<file path="src/hdl/dfsd_pkg.sv">
// ----------------------------------------------------------------------------
// Dual format serial deframer package
// Shared result type, status codes and defaults for the deframer.
// ----------------------------------------------------------------------------
package dfsd_pkg;

  // default frame length limit for DLE-delimited frames
  localparam int MAX_DLE_FRAME_DEF = 256;

  // frame kinds
  localparam logic KIND_PREAMBLE = 1'b0;
  localparam logic KIND_DLE      = 1'b1;

  // closing status codes
  typedef enum logic [1:0] {
    ST_GOOD      = 2'd0,
    ST_BAD_CHECK = 2'd1,
    ST_SHORT     = 2'd2,
    ST_ABANDON   = 2'd3
  } status_e;

  // one result item
  typedef struct packed {
    logic        frame_kind;
    logic [7:0]  dest_addr;
    logic [7:0]  source_addr;
    logic [7:0]  command;
    logic [7:0]  payload_byte;
    logic [7:0]  payload_index;
    logic [7:0]  payload_len;
    logic        end_of_frame;
    status_e     frame_status;
  } result_t;

endpackage

</file>
<file path="src/hdl/dual_format_serial_deframer_core.sv">
// A result is registered in the output stage by the byte transfer that causes it.
// Throughput: one byte per cycle while in_ready_o is high; the parser state updates once per accepted byte.
// A two-entry output stage (register plus skid) keeps input ready up while one result waits.
// Reset (rst_ni low, asynchronous) returns the parser to hunting and empties the output stage.
// ----------------------------------------------------------------------------
// Dual format serial deframer
// Recognizes preamble frames with a 16-bit sum and DLE-delimited frames with
// an 8-bit sum; emits one result per payload byte and a closing status.
// ----------------------------------------------------------------------------
module dual_format_serial_deframer_core #(
  parameter int MAX_DLE_FRAME = dfsd_pkg::MAX_DLE_FRAME_DEF
) (
  input  logic       clk_i,
  input  logic       rst_ni,
  input  logic       in_valid_i,
  output logic       in_ready_o,
  input  logic [7:0] rx_byte_i,
  output logic       out_valid_o,
  input  logic       out_ready_i,
  output logic       frame_kind_o,
  output logic [7:0] dest_addr_o,
  output logic [7:0] source_addr_o,
  output logic [7:0] command_o,
  output logic [7:0] payload_byte_o,
  output logic [7:0] payload_index_o,
  output logic [7:0] payload_len_o,
  output logic       end_of_frame_o,
  output logic [1:0] frame_status_o
);
  import dfsd_pkg::*;

  logic    accept;
  logic    res_valid;
  result_t res, out_res;

  assign accept = in_valid_i && in_ready_o;

  // frame parser
  dfsd_parser #(
    .MAX_DLE_FRAME(MAX_DLE_FRAME)
  ) u_parser (
    .clk_i       (clk_i),
    .rst_ni      (rst_ni),
    .accept_i    (accept),
    .rx_byte_i   (rx_byte_i),
    .res_valid_o (res_valid),
    .res_o       (res)
  );

  // output register and skid entry
  dfsd_out_skid u_out (
    .clk_i        (clk_i),
    .rst_ni       (rst_ni),
    .push_i       (accept && res_valid),
    .push_data_i  (res),
    .push_ready_o (in_ready_o),
    .out_valid_o  (out_valid_o),
    .out_ready_i  (out_ready_i),
    .out_data_o   (out_res)
  );

  assign frame_kind_o    = out_res.frame_kind;
  assign dest_addr_o     = out_res.dest_addr;
  assign source_addr_o   = out_res.source_addr;
  assign command_o       = out_res.command;
  assign payload_byte_o  = out_res.payload_byte;
  assign payload_index_o = out_res.payload_index;
  assign payload_len_o   = out_res.payload_len;
  assign end_of_frame_o  = out_res.end_of_frame;
  assign frame_status_o  = out_res.frame_status;

endmodule

</file>
<file path="src/hdl/dfsd_parser.sv">
// ----------------------------------------------------------------------------
// Deframer parser
// Frame state machine: consumes one byte per transfer and forms at most one
// result from the current state and that byte.
// ----------------------------------------------------------------------------
module dfsd_parser #(
  parameter int MAX_DLE_FRAME = dfsd_pkg::MAX_DLE_FRAME_DEF
) (
  input  logic              clk_i,
  input  logic              rst_ni,
  input  logic              accept_i,
  input  logic [7:0]        rx_byte_i,
  output logic              res_valid_o,
  output dfsd_pkg::result_t res_o
);
  import dfsd_pkg::*;

  localparam logic [9:0] LimitLen = 10'(MAX_DLE_FRAME);

  localparam logic [7:0] BYTE_FF  = 8'hFF;
  localparam logic [7:0] BYTE_A5  = 8'hA5;
  localparam logic [7:0] BYTE_DLE = 8'h10;
  localparam logic [7:0] BYTE_STX = 8'h02;
  localparam logic [7:0] BYTE_ETX = 8'h03;
  localparam logic [23:0] PREAMBLE_HEAD = 24'hFF00FF;

  typedef enum logic [9:0] {
    PH_HUNT = 10'b00_0000_0001,
    PH_VER  = 10'b00_0000_0010,
    PH_DST  = 10'b00_0000_0100,
    PH_SRC  = 10'b00_0000_1000,
    PH_CMD  = 10'b00_0001_0000,
    PH_LEN  = 10'b00_0010_0000,
    PH_DATA = 10'b00_0100_0000,
    PH_CKHI = 10'b00_1000_0000,
    PH_CKLO = 10'b01_0000_0000,
    PH_BODY = 10'b10_0000_0000
  } phase_e;

  // saturate a 9-bit count to one byte
  function automatic logic [7:0] sat8(input logic [8:0] v);
    sat8 = v[8] ? BYTE_FF : v[7:0];
  endfunction

  phase_e      phase_q, phase_d;
  logic [23:0] recent_q, recent_d;
  logic [7:0]  hold_dest_q, hold_dest_d;
  logic [7:0]  hold_source_q, hold_source_d;
  logic [7:0]  hold_command_q, hold_command_d;
  logic [7:0]  declared_len_q, declared_len_d;
  logic [8:0]  byte_count_q, byte_count_d;
  logic [15:0] running_sum_q, running_sum_d;
  logic [7:0]  check_high_q, check_high_d;
  logic [15:0] delay_q, delay_d;
  logic [1:0]  delay_fill_q, delay_fill_d;

  logic [7:0]  newer, older;
  logic [8:0]  cnt_inc, before_close, popped, pos;
  logic        res_kind;

  assign newer   = delay_q[7:0];
  assign older   = delay_q[15:8];
  assign cnt_inc = byte_count_q + 9'd1;
  assign before_close = byte_count_q - 9'd1;
  assign popped  = byte_count_q - {7'd0, delay_fill_q};
  assign pos     = cnt_inc - 9'd2;

  // next state and result
  always_comb begin
    phase_d        = phase_q;
    recent_d       = recent_q;
    hold_dest_d    = hold_dest_q;
    hold_source_d  = hold_source_q;
    hold_command_d = hold_command_q;
    declared_len_d = declared_len_q;
    byte_count_d   = byte_count_q;
    running_sum_d  = running_sum_q;
    check_high_d   = check_high_q;
    delay_d        = delay_q;
    delay_fill_d   = delay_fill_q;
    res_valid_o    = 1'b0;
    res_kind       = KIND_PREAMBLE;
    res_o          = '0;

    if (accept_i) begin
      case (phase_q)
        PH_HUNT: begin
          if (rx_byte_i == BYTE_A5 && recent_q == PREAMBLE_HEAD) begin
            phase_d        = PH_VER;
            running_sum_d  = 16'(BYTE_A5);
            hold_dest_d    = '0;
            hold_source_d  = '0;
            hold_command_d = '0;
            declared_len_d = '0;
            byte_count_d   = '0;
            check_high_d   = '0;
          end else if (rx_byte_i == BYTE_STX && recent_q[7:0] == BYTE_DLE) begin
            phase_d        = PH_BODY;
            running_sum_d  = 16'(BYTE_DLE) + 16'(BYTE_STX);
            hold_dest_d    = '0;
            hold_source_d  = '0;
            hold_command_d = '0;
            byte_count_d   = '0;
            delay_d        = '0;
            delay_fill_d   = '0;
          end else begin
            recent_d = {recent_q[15:0], rx_byte_i};
          end
        end
        PH_VER: begin
          running_sum_d = running_sum_q + 16'(rx_byte_i);
          phase_d       = PH_DST;
        end
        PH_DST: begin
          running_sum_d = running_sum_q + 16'(rx_byte_i);
          hold_dest_d   = rx_byte_i;
          phase_d       = PH_SRC;
        end
        PH_SRC: begin
          running_sum_d = running_sum_q + 16'(rx_byte_i);
          hold_source_d = rx_byte_i;
          phase_d       = PH_CMD;
        end
        PH_CMD: begin
          running_sum_d  = running_sum_q + 16'(rx_byte_i);
          hold_command_d = rx_byte_i;
          phase_d        = PH_LEN;
        end
        PH_LEN: begin
          running_sum_d  = running_sum_q + 16'(rx_byte_i);
          declared_len_d = rx_byte_i;
          byte_count_d   = '0;
          phase_d        = (rx_byte_i == 8'd0) ? PH_CKHI : PH_DATA;
        end
        PH_DATA: begin
          running_sum_d = running_sum_q + 16'(rx_byte_i);
          byte_count_d  = cnt_inc;
          if (cnt_inc >= {1'b0, declared_len_q}) begin
            phase_d = PH_CKHI;
          end
          res_valid_o         = 1'b1;
          res_o.payload_byte  = rx_byte_i;
          res_o.payload_index = byte_count_q[7:0];
          res_o.payload_len   = sat8(cnt_inc);
        end
        PH_CKHI: begin
          check_high_d = rx_byte_i;
          phase_d      = PH_CKLO;
        end
        PH_CKLO: begin
          phase_d            = PH_HUNT;
          recent_d           = '0;
          res_valid_o        = 1'b1;
          res_o.end_of_frame = 1'b1;
          res_o.payload_len  = declared_len_q;
          res_o.frame_status = ({check_high_q, rx_byte_i} == running_sum_q) ?
                               ST_GOOD : ST_BAD_CHECK;
        end
        PH_BODY: begin
          res_kind = KIND_DLE;
          if (rx_byte_i == BYTE_ETX && delay_fill_q != 2'd0 && newer == BYTE_DLE) begin
            // closing DLE ETX: check byte sits in the older delay slot
            phase_d            = PH_HUNT;
            recent_d           = '0;
            res_valid_o        = 1'b1;
            res_o.end_of_frame = 1'b1;
            if (before_close < 9'd3) begin
              res_o.frame_status = ST_SHORT;
            end else begin
              res_o.payload_len  = sat8(before_close - 9'd3);
              res_o.frame_status = (running_sum_q[7:0] == older) ? ST_GOOD : ST_BAD_CHECK;
            end
          end else if (({1'b0, byte_count_q} + 10'd3) >= LimitLen) begin
            // length limit reached: drop the frame
            phase_d            = PH_HUNT;
            recent_d           = '0;
            res_valid_o        = 1'b1;
            res_o.end_of_frame = 1'b1;
            res_o.frame_status = ST_ABANDON;
            res_o.payload_len  = (popped > 9'd2) ? sat8(popped - 9'd2) : 8'd0;
          end else begin
            byte_count_d = cnt_inc;
            if (cnt_inc == 9'd1) begin
              hold_dest_d = rx_byte_i;
            end else if (cnt_inc == 9'd2) begin
              hold_command_d = rx_byte_i;
            end
            // two-byte delay line; popped bytes join the sum
            if (delay_fill_q >= 2'd2) begin
              running_sum_d = running_sum_q + 16'(older);
              delay_d       = {newer, rx_byte_i};
              if (pos >= 9'd3) begin
                res_valid_o         = 1'b1;
                res_o.payload_byte  = older;
                res_o.payload_index = 8'(pos - 9'd3);
                res_o.payload_len   = sat8(pos - 9'd2);
              end
            end else begin
              delay_d      = {delay_q[7:0], rx_byte_i};
              delay_fill_d = delay_fill_q + 2'd1;
            end
          end
        end
        default: begin
          phase_d  = PH_HUNT;
          recent_d = '0;
        end
      endcase
    end

    // header fields as held after this byte
    res_o.frame_kind  = res_kind;
    res_o.dest_addr   = hold_dest_d;
    res_o.source_addr = (res_kind == KIND_DLE) ? 8'd0 : hold_source_d;
    res_o.command     = hold_command_d;
  end

  // state registers
  always_ff @(posedge clk_i or negedge rst_ni) begin
    if (!rst_ni) begin
      phase_q        <= PH_HUNT;
      recent_q       <= '0;
      hold_dest_q    <= '0;
      hold_source_q  <= '0;
      hold_command_q <= '0;
      declared_len_q <= '0;
      byte_count_q   <= '0;
      running_sum_q  <= '0;
      check_high_q   <= '0;
      delay_q        <= '0;
      delay_fill_q   <= '0;
    end else begin
      phase_q        <= phase_d;
      recent_q       <= recent_d;
      hold_dest_q    <= hold_dest_d;
      hold_source_q  <= hold_source_d;
      hold_command_q <= hold_command_d;
      declared_len_q <= declared_len_d;
      byte_count_q   <= byte_count_d;
      running_sum_q  <= running_sum_d;
      check_high_q   <= check_high_d;
      delay_q        <= delay_d;
      delay_fill_q   <= delay_fill_d;
    end
  end

endmodule

</file>
<file path="src/hdl/dfsd_out_skid.sv">
// ----------------------------------------------------------------------------
// Deframer output stage
// Output register plus one skid entry; upstream ready is registered.
// ----------------------------------------------------------------------------
module dfsd_out_skid (
  input  logic              clk_i,
  input  logic              rst_ni,
  input  logic              push_i,
  input  dfsd_pkg::result_t push_data_i,
  output logic              push_ready_o,
  output logic              out_valid_o,
  input  logic              out_ready_i,
  output dfsd_pkg::result_t out_data_o
);
  import dfsd_pkg::*;

  logic    out_valid_q, skid_valid_q;
  result_t out_q, skid_q;
  logic    out_take;

  assign out_take     = out_valid_q && out_ready_i;
  assign push_ready_o = !skid_valid_q;
  assign out_valid_o  = out_valid_q;
  assign out_data_o   = out_q;

  // valid flags
  always_ff @(posedge clk_i or negedge rst_ni) begin
    if (!rst_ni) begin
      out_valid_q  <= 1'b0;
      skid_valid_q <= 1'b0;
    end else if (out_take) begin
      if (skid_valid_q) begin
        skid_valid_q <= 1'b0;
      end else begin
        out_valid_q <= push_i;
      end
    end else if (push_i) begin
      if (out_valid_q) begin
        skid_valid_q <= 1'b1;
      end else begin
        out_valid_q <= 1'b1;
      end
    end
  end

  // payload
  always_ff @(posedge clk_i) begin
    if (out_take) begin
      if (skid_valid_q) begin
        out_q <= skid_q;
      end else if (push_i) begin
        out_q <= push_data_i;
      end
    end else if (push_i) begin
      if (out_valid_q) begin
        skid_q <= push_data_i;
      end else begin
        out_q <= push_data_i;
      end
    end
  end

endmodule
</file>
<file path="config.mk">
export PLATFORM = sky130hd
export DESIGN_NAME = dual_format_serial_deframer_core
export DESIGN_NICKNAME = d
export VERILOG_FILES = /design/src/hdl/dfsd_pkg.sv /design/src/hdl/dual_format_serial_deframer_core.sv /design/src/hdl/dfsd_parser.sv /design/src/hdl/dfsd_out_skid.sv
export SDC_FILE = /design/constraint.sdc
export NUM_CORES = 1
export LEC_CHECK = 0
export ABC_AREA = 1
export BUFFER_PORTS_ARGS = -buffer_cell sky130_fd_sc_hd__buf_2
export CORE_MARGIN = 4
export CORE_UTILIZATION = 55
export DETAILED_ROUTE_END_ITERATION = 10
export PLACE_DENSITY_LB_ADDON = 0.08
export SLEW_MARGIN = 20
export SYNTH_ARGS = -nofsm -noshare
export SYNTH_HDL_FRONTEND = slang
export SYNTH_SLANG_ARGS = --single-unit
</file>
<file path="constraint.sdc">
create_clock -name clk_i -period 5.1 [get_ports clk_i]
set_input_delay 1.02 -clock clk_i [delete_from_list [all_inputs] [get_ports clk_i]]
set_output_delay 1.02 -clock clk_i [all_outputs]
set_load 0.005 [all_outputs]
</file>
==> flow_summary.yaml <==
pwr:
  clockPowerShare_pct: 46.7
  p_int_mw: 2.880
  p_switching_mw: 0.7629
  power_density_nw_per_um2: 256.5
  peakVddDrop_mv: 0.3473
  p_seq_share_pct: 51.3
  p_sw_share_pct: 20.94
  p_comb_share_pct: 2.0
  p_leak_nw: 6.533
die:
  die_area_um2: 25800
  fp.coreArea_um2: 22780
  die_width_um: 160.6
  die_height_um: 160.6
  rows: 55
  start_util_pct: 56.25
  ios: 66
setup_path:
  cp.required_ns: 5.31
  critPathMaxFanout: 21
  slowest_stage: "dfrtp_1"
  r2r-start: "u_parser.byte_count_q[0]$_DFFE_PN0P_"
  setup.worst_path.class: "flop to flop"
  path_cells: "inv_2, ha_1, inv_1, ha_1, nand3_2, nor2_4, nand3_1, nand2_1, nand2_1, nand2_2, nor2_4, o21ai_0, nand3_1, nor2_4, buf_4"
  r2r_end: "u_out.skid_q[17]$_DFFE_PP_"
  path_buf_inv: 3
  cp_common_cell: "nor2_4"
  critPathCaptureType: "flop"
  crit_path_start_kind: "flop"
  max_stage_delay_ns: 0.70
  r2r_slack_ns: 0.81
  r2r_cells: 15
  path_delay_family: "simple AND/OR/NAND/NOR gates"
  cp.arrival_ns: 4.50
place:
  gp_congestion: 0.9591
  io_buffers: 65
  hpwl_um: 25860
  placed_cells: 1914
synth:
  synth_nets: 1606
  synth_most_common_cell: "nand2_1"
  synth_compound_area_share_pct: 10.71
  synth_edf_count: 104
  synth_ff_type: "dfrtp_1"
  synthArstFlopShare_pct: 53.36
  yosysWarningCount: 0
  synth_area_leaders: "edfxtp_1 (24%), dfrtp_1 (23%), nand2_1 (13%), inv_1 (5.5%), nand3_1 (5.0%)"
  synth.distinct_cells: 54
  synthMuxAreaShare_pct: 0
  syn_inst: 1567
  synthSimpleGateAreaFrac_pct: 27.99
  synth_area_leader_cell: "edfxtp_1"
  synthTopCellsByCount: "nand2_1 (433), inv_1 (187), nand3_1 (127)"
  syn_avg_cell_area_um2: 8.177
  synth_adder_area_share_pct: 2.754
  synth-xor-area-share_pct: 3.076
  netlist.area_leader.share_pct: 24.37
  netlist_area_um2: 12810
  synth_top_family_by_area: "simple AND/OR/NAND/NOR gates"
  ys_ff_latch: 223
  ys_seq_area_share_pct: 47.62
timing:
  period_needed_ns: 4.291
  tns_ns: 0
  setup_viol: 0
  rsz0062_at_grt: "no"
  fin_crit_sh_pct: 84.14
  maxSlewHeadroom_pct: 36.24
  worstMarginPinSlew_ns: 0.9565
  finalClockSkew_ns: 0.01120
  final-hold-violation-count: 0
  slew_violations: 0
  timing.fmax_mhz: 233.0
worst_hold_path:
  holdPathStages: 2
  hp-class: "flop to flop"
  worstHoldStart: "u_parser.recent_q[23]$_DFFE_PN0P_"
  hold-path-endpoint: "u_parser.recent_q[23]$_DFFE_PN0P_"
route:
  drt-total-wl_um: 35010
  drtIter0Drc: 916
  drc_errors: 0
  dr.pass1.iters: 5
  antenna_left: 0
  vias: 10930
  detail_route.wl_per_cell_um: 17.85
  via_per_inst: 5.571
layout:
  final_cell_count_no_fill: 1961
  multiInputGateArea_um2: 5720
  drive_above_1_share_pct: 12.52
  fill_cells: 2044
  area_delta_synth_final_pct: 10.82
  final_nets: 1667
  final-seq-area_um2: 6102
clocking:
  clk_path_buf_depth: 3
  cts_sinks: 223
  post-cts-setup-buffers: 0
  ctsHoldBuffers: 0
  ctsHtreeMaxLevel: 1
  cts_resized: 0
  worstSkewPairLatency_ns: 0.52
  cts_tree: "yes"
  clk_pin_slew_worst_paths_ns: 0.06
  ctsRootBufferMaster: "clkbuf_16"
  cts_made_buffers: 25
global_routing:
  grt_pass1_vias: 10300
  grt_max_degree: 74
  grt.overflow.total: 0
  antenna_found_initial: 2
  grtUsageTotal_pct: 27.07
  grt_pass1_wl_um: 55940
status:
  status: "finished, final reports clean"
job:
  cap_violations: 0
worst reg2reg max path: cells and delay by family (launching register included):
kind | cells | cell delay, ns
fa+ha+maj | 2 | 0.72
buf+inv | 3 | 0.78
simple gates | 9 | 1.48
compound gates | 1 | 0.31
flops | 1 | 0.70
placed cells by master (no fill, tap or decap), drive strengths merged:
cell type	instances
buf	80
a22oi	7
clkbuf	36
clkinv	13
a32oi	1
o21a	4
o211ai	5
a21boi	2
a211oi	1
inv	200
or2	16
a221oi	3
dfrtp	118
a31oi	2
o21ai	92
nand2b	8
nor4	12
a21oi	53
edfxtp	104
nand3b	6
ha	25
o31ai	35
xor2	35
fa	2
a21o	2
nor2	120
diode	2
bufinv	1
nor3	21
dfstp	1
nand4	25
o22ai	16
o21bai	1
nor3b	2
xnor2	10
nand3	132
nand2	455
sequential cells by signal, indices dropped and copies added (netlist names):
name                     cells
u_out.out_data_o            52
u_out.out_valid_o            1
u_parser.phase_q            10
u_parser.byte_count_q        9
u_parser.delay_fill_q        2
u_parser.delay_q            16
u_parser.recent_q           24
u_parser.hold_dest_q         8
u_parser.hold_source_q       8
u_out.skid_q                52
u_parser.check_high_q        8
u_parser.declared_len_q      8
u_out.skid_valid_q           1
u_parser.hold_command_q      8
u_parser.running_sum_q      16
cell type report:
class,count,area share [%]
flip-flops and latches,223,42.97
multi-input cells,1093,40.29
inverters,205,5.437
clock buffers,36,4.908
repair buffers,80,3.102
well taps,313,2.758
clock inverters,9,0.5022
diodes,2,0.03525
layer usage:
layer  vias up  part of all wire (%)  track usage (%)
met3        80                   6.9            3.875
met1      5166                    43            37.53
li1       5300                     -                -
met4         4                   3.6            9.542
met5         -                 0.077                0
met2       375                    47            43.86
power by group through the flow:
stage	Sequential, mW	Clock [mW]	Combinational, mW
6_report	1.87	1.70	0.0731
5_1_grt	1.87	1.81	0.0811
4_1_cts	1.87	1.72	0.0737
3_5_place_dp	1.91	0	0.0732
3_3_place_gp	1.91	0	0.0718
2_1_floorplan	1.91	0	0.0279
cells by family after synthesis:
| logic type | after synthesis |
|---|---|
| fa+ha+maj | 27 |
| flops | 223 |
| xor+xnor | 45 |
| buf+inv | 251 |
| simple gates | 797 |
| compound gates | 224 |
metrics by stage:
| step | cell area (µm²) | setup WS (ns) | hold slack (ns) | utilization, % | power, mW |
|---|---|---|---|---|---|
| final | 14200 | 0.8087 | 0.4796 | 62.34 | 3.643 |
| after global routing | 14190 | 0.4275 | 0.5034 | 62.32 | 3.756 |
| after CTS | 14190 | 0.8041 | 0.4822 | 62.32 | 3.662 |
| after detailed placement | 13430 | 0.8107 | 0.4691 | 58.95 | 1.978 |
| after global placement | 13430 | 0.9223 | 0.4651 | 58.95 | 1.977 |
| after floorplan | 12820 | 0.09978 | 0.4515 | - | 1.933 |
worst max-delay path by stage:
stage	start	end	depth (start not counted)
2_1_floorplan	u_parser.byte_count_q[0]$_DFFE_PN0P_	u_out.skid_q[0]$_DFFE_PP_	15
3_3_place_gp	u_parser.byte_count_q[0]$_DFFE_PN0P_	u_out.skid_q[15]$_DFFE_PP_	15
3_5_place_dp	u_parser.byte_count_q[0]$_DFFE_PN0P_	u_out.skid_q[14]$_DFFE_PP_	15
4_1_cts	u_parser.byte_count_q[0]$_DFFE_PN0P_	u_out.skid_q[20]$_DFFE_PP_	15
5_1_grt	u_parser.byte_count_q[0]$_DFFE_PN0P_	u_out.skid_q[17]$_DFFE_PP_	15
6_report	u_parser.byte_count_q[0]$_DFFE_PN0P_	u_out.skid_q[17]$_DFFE_PP_	15
No activity file was read; power rests on OpenSTA's default activity.
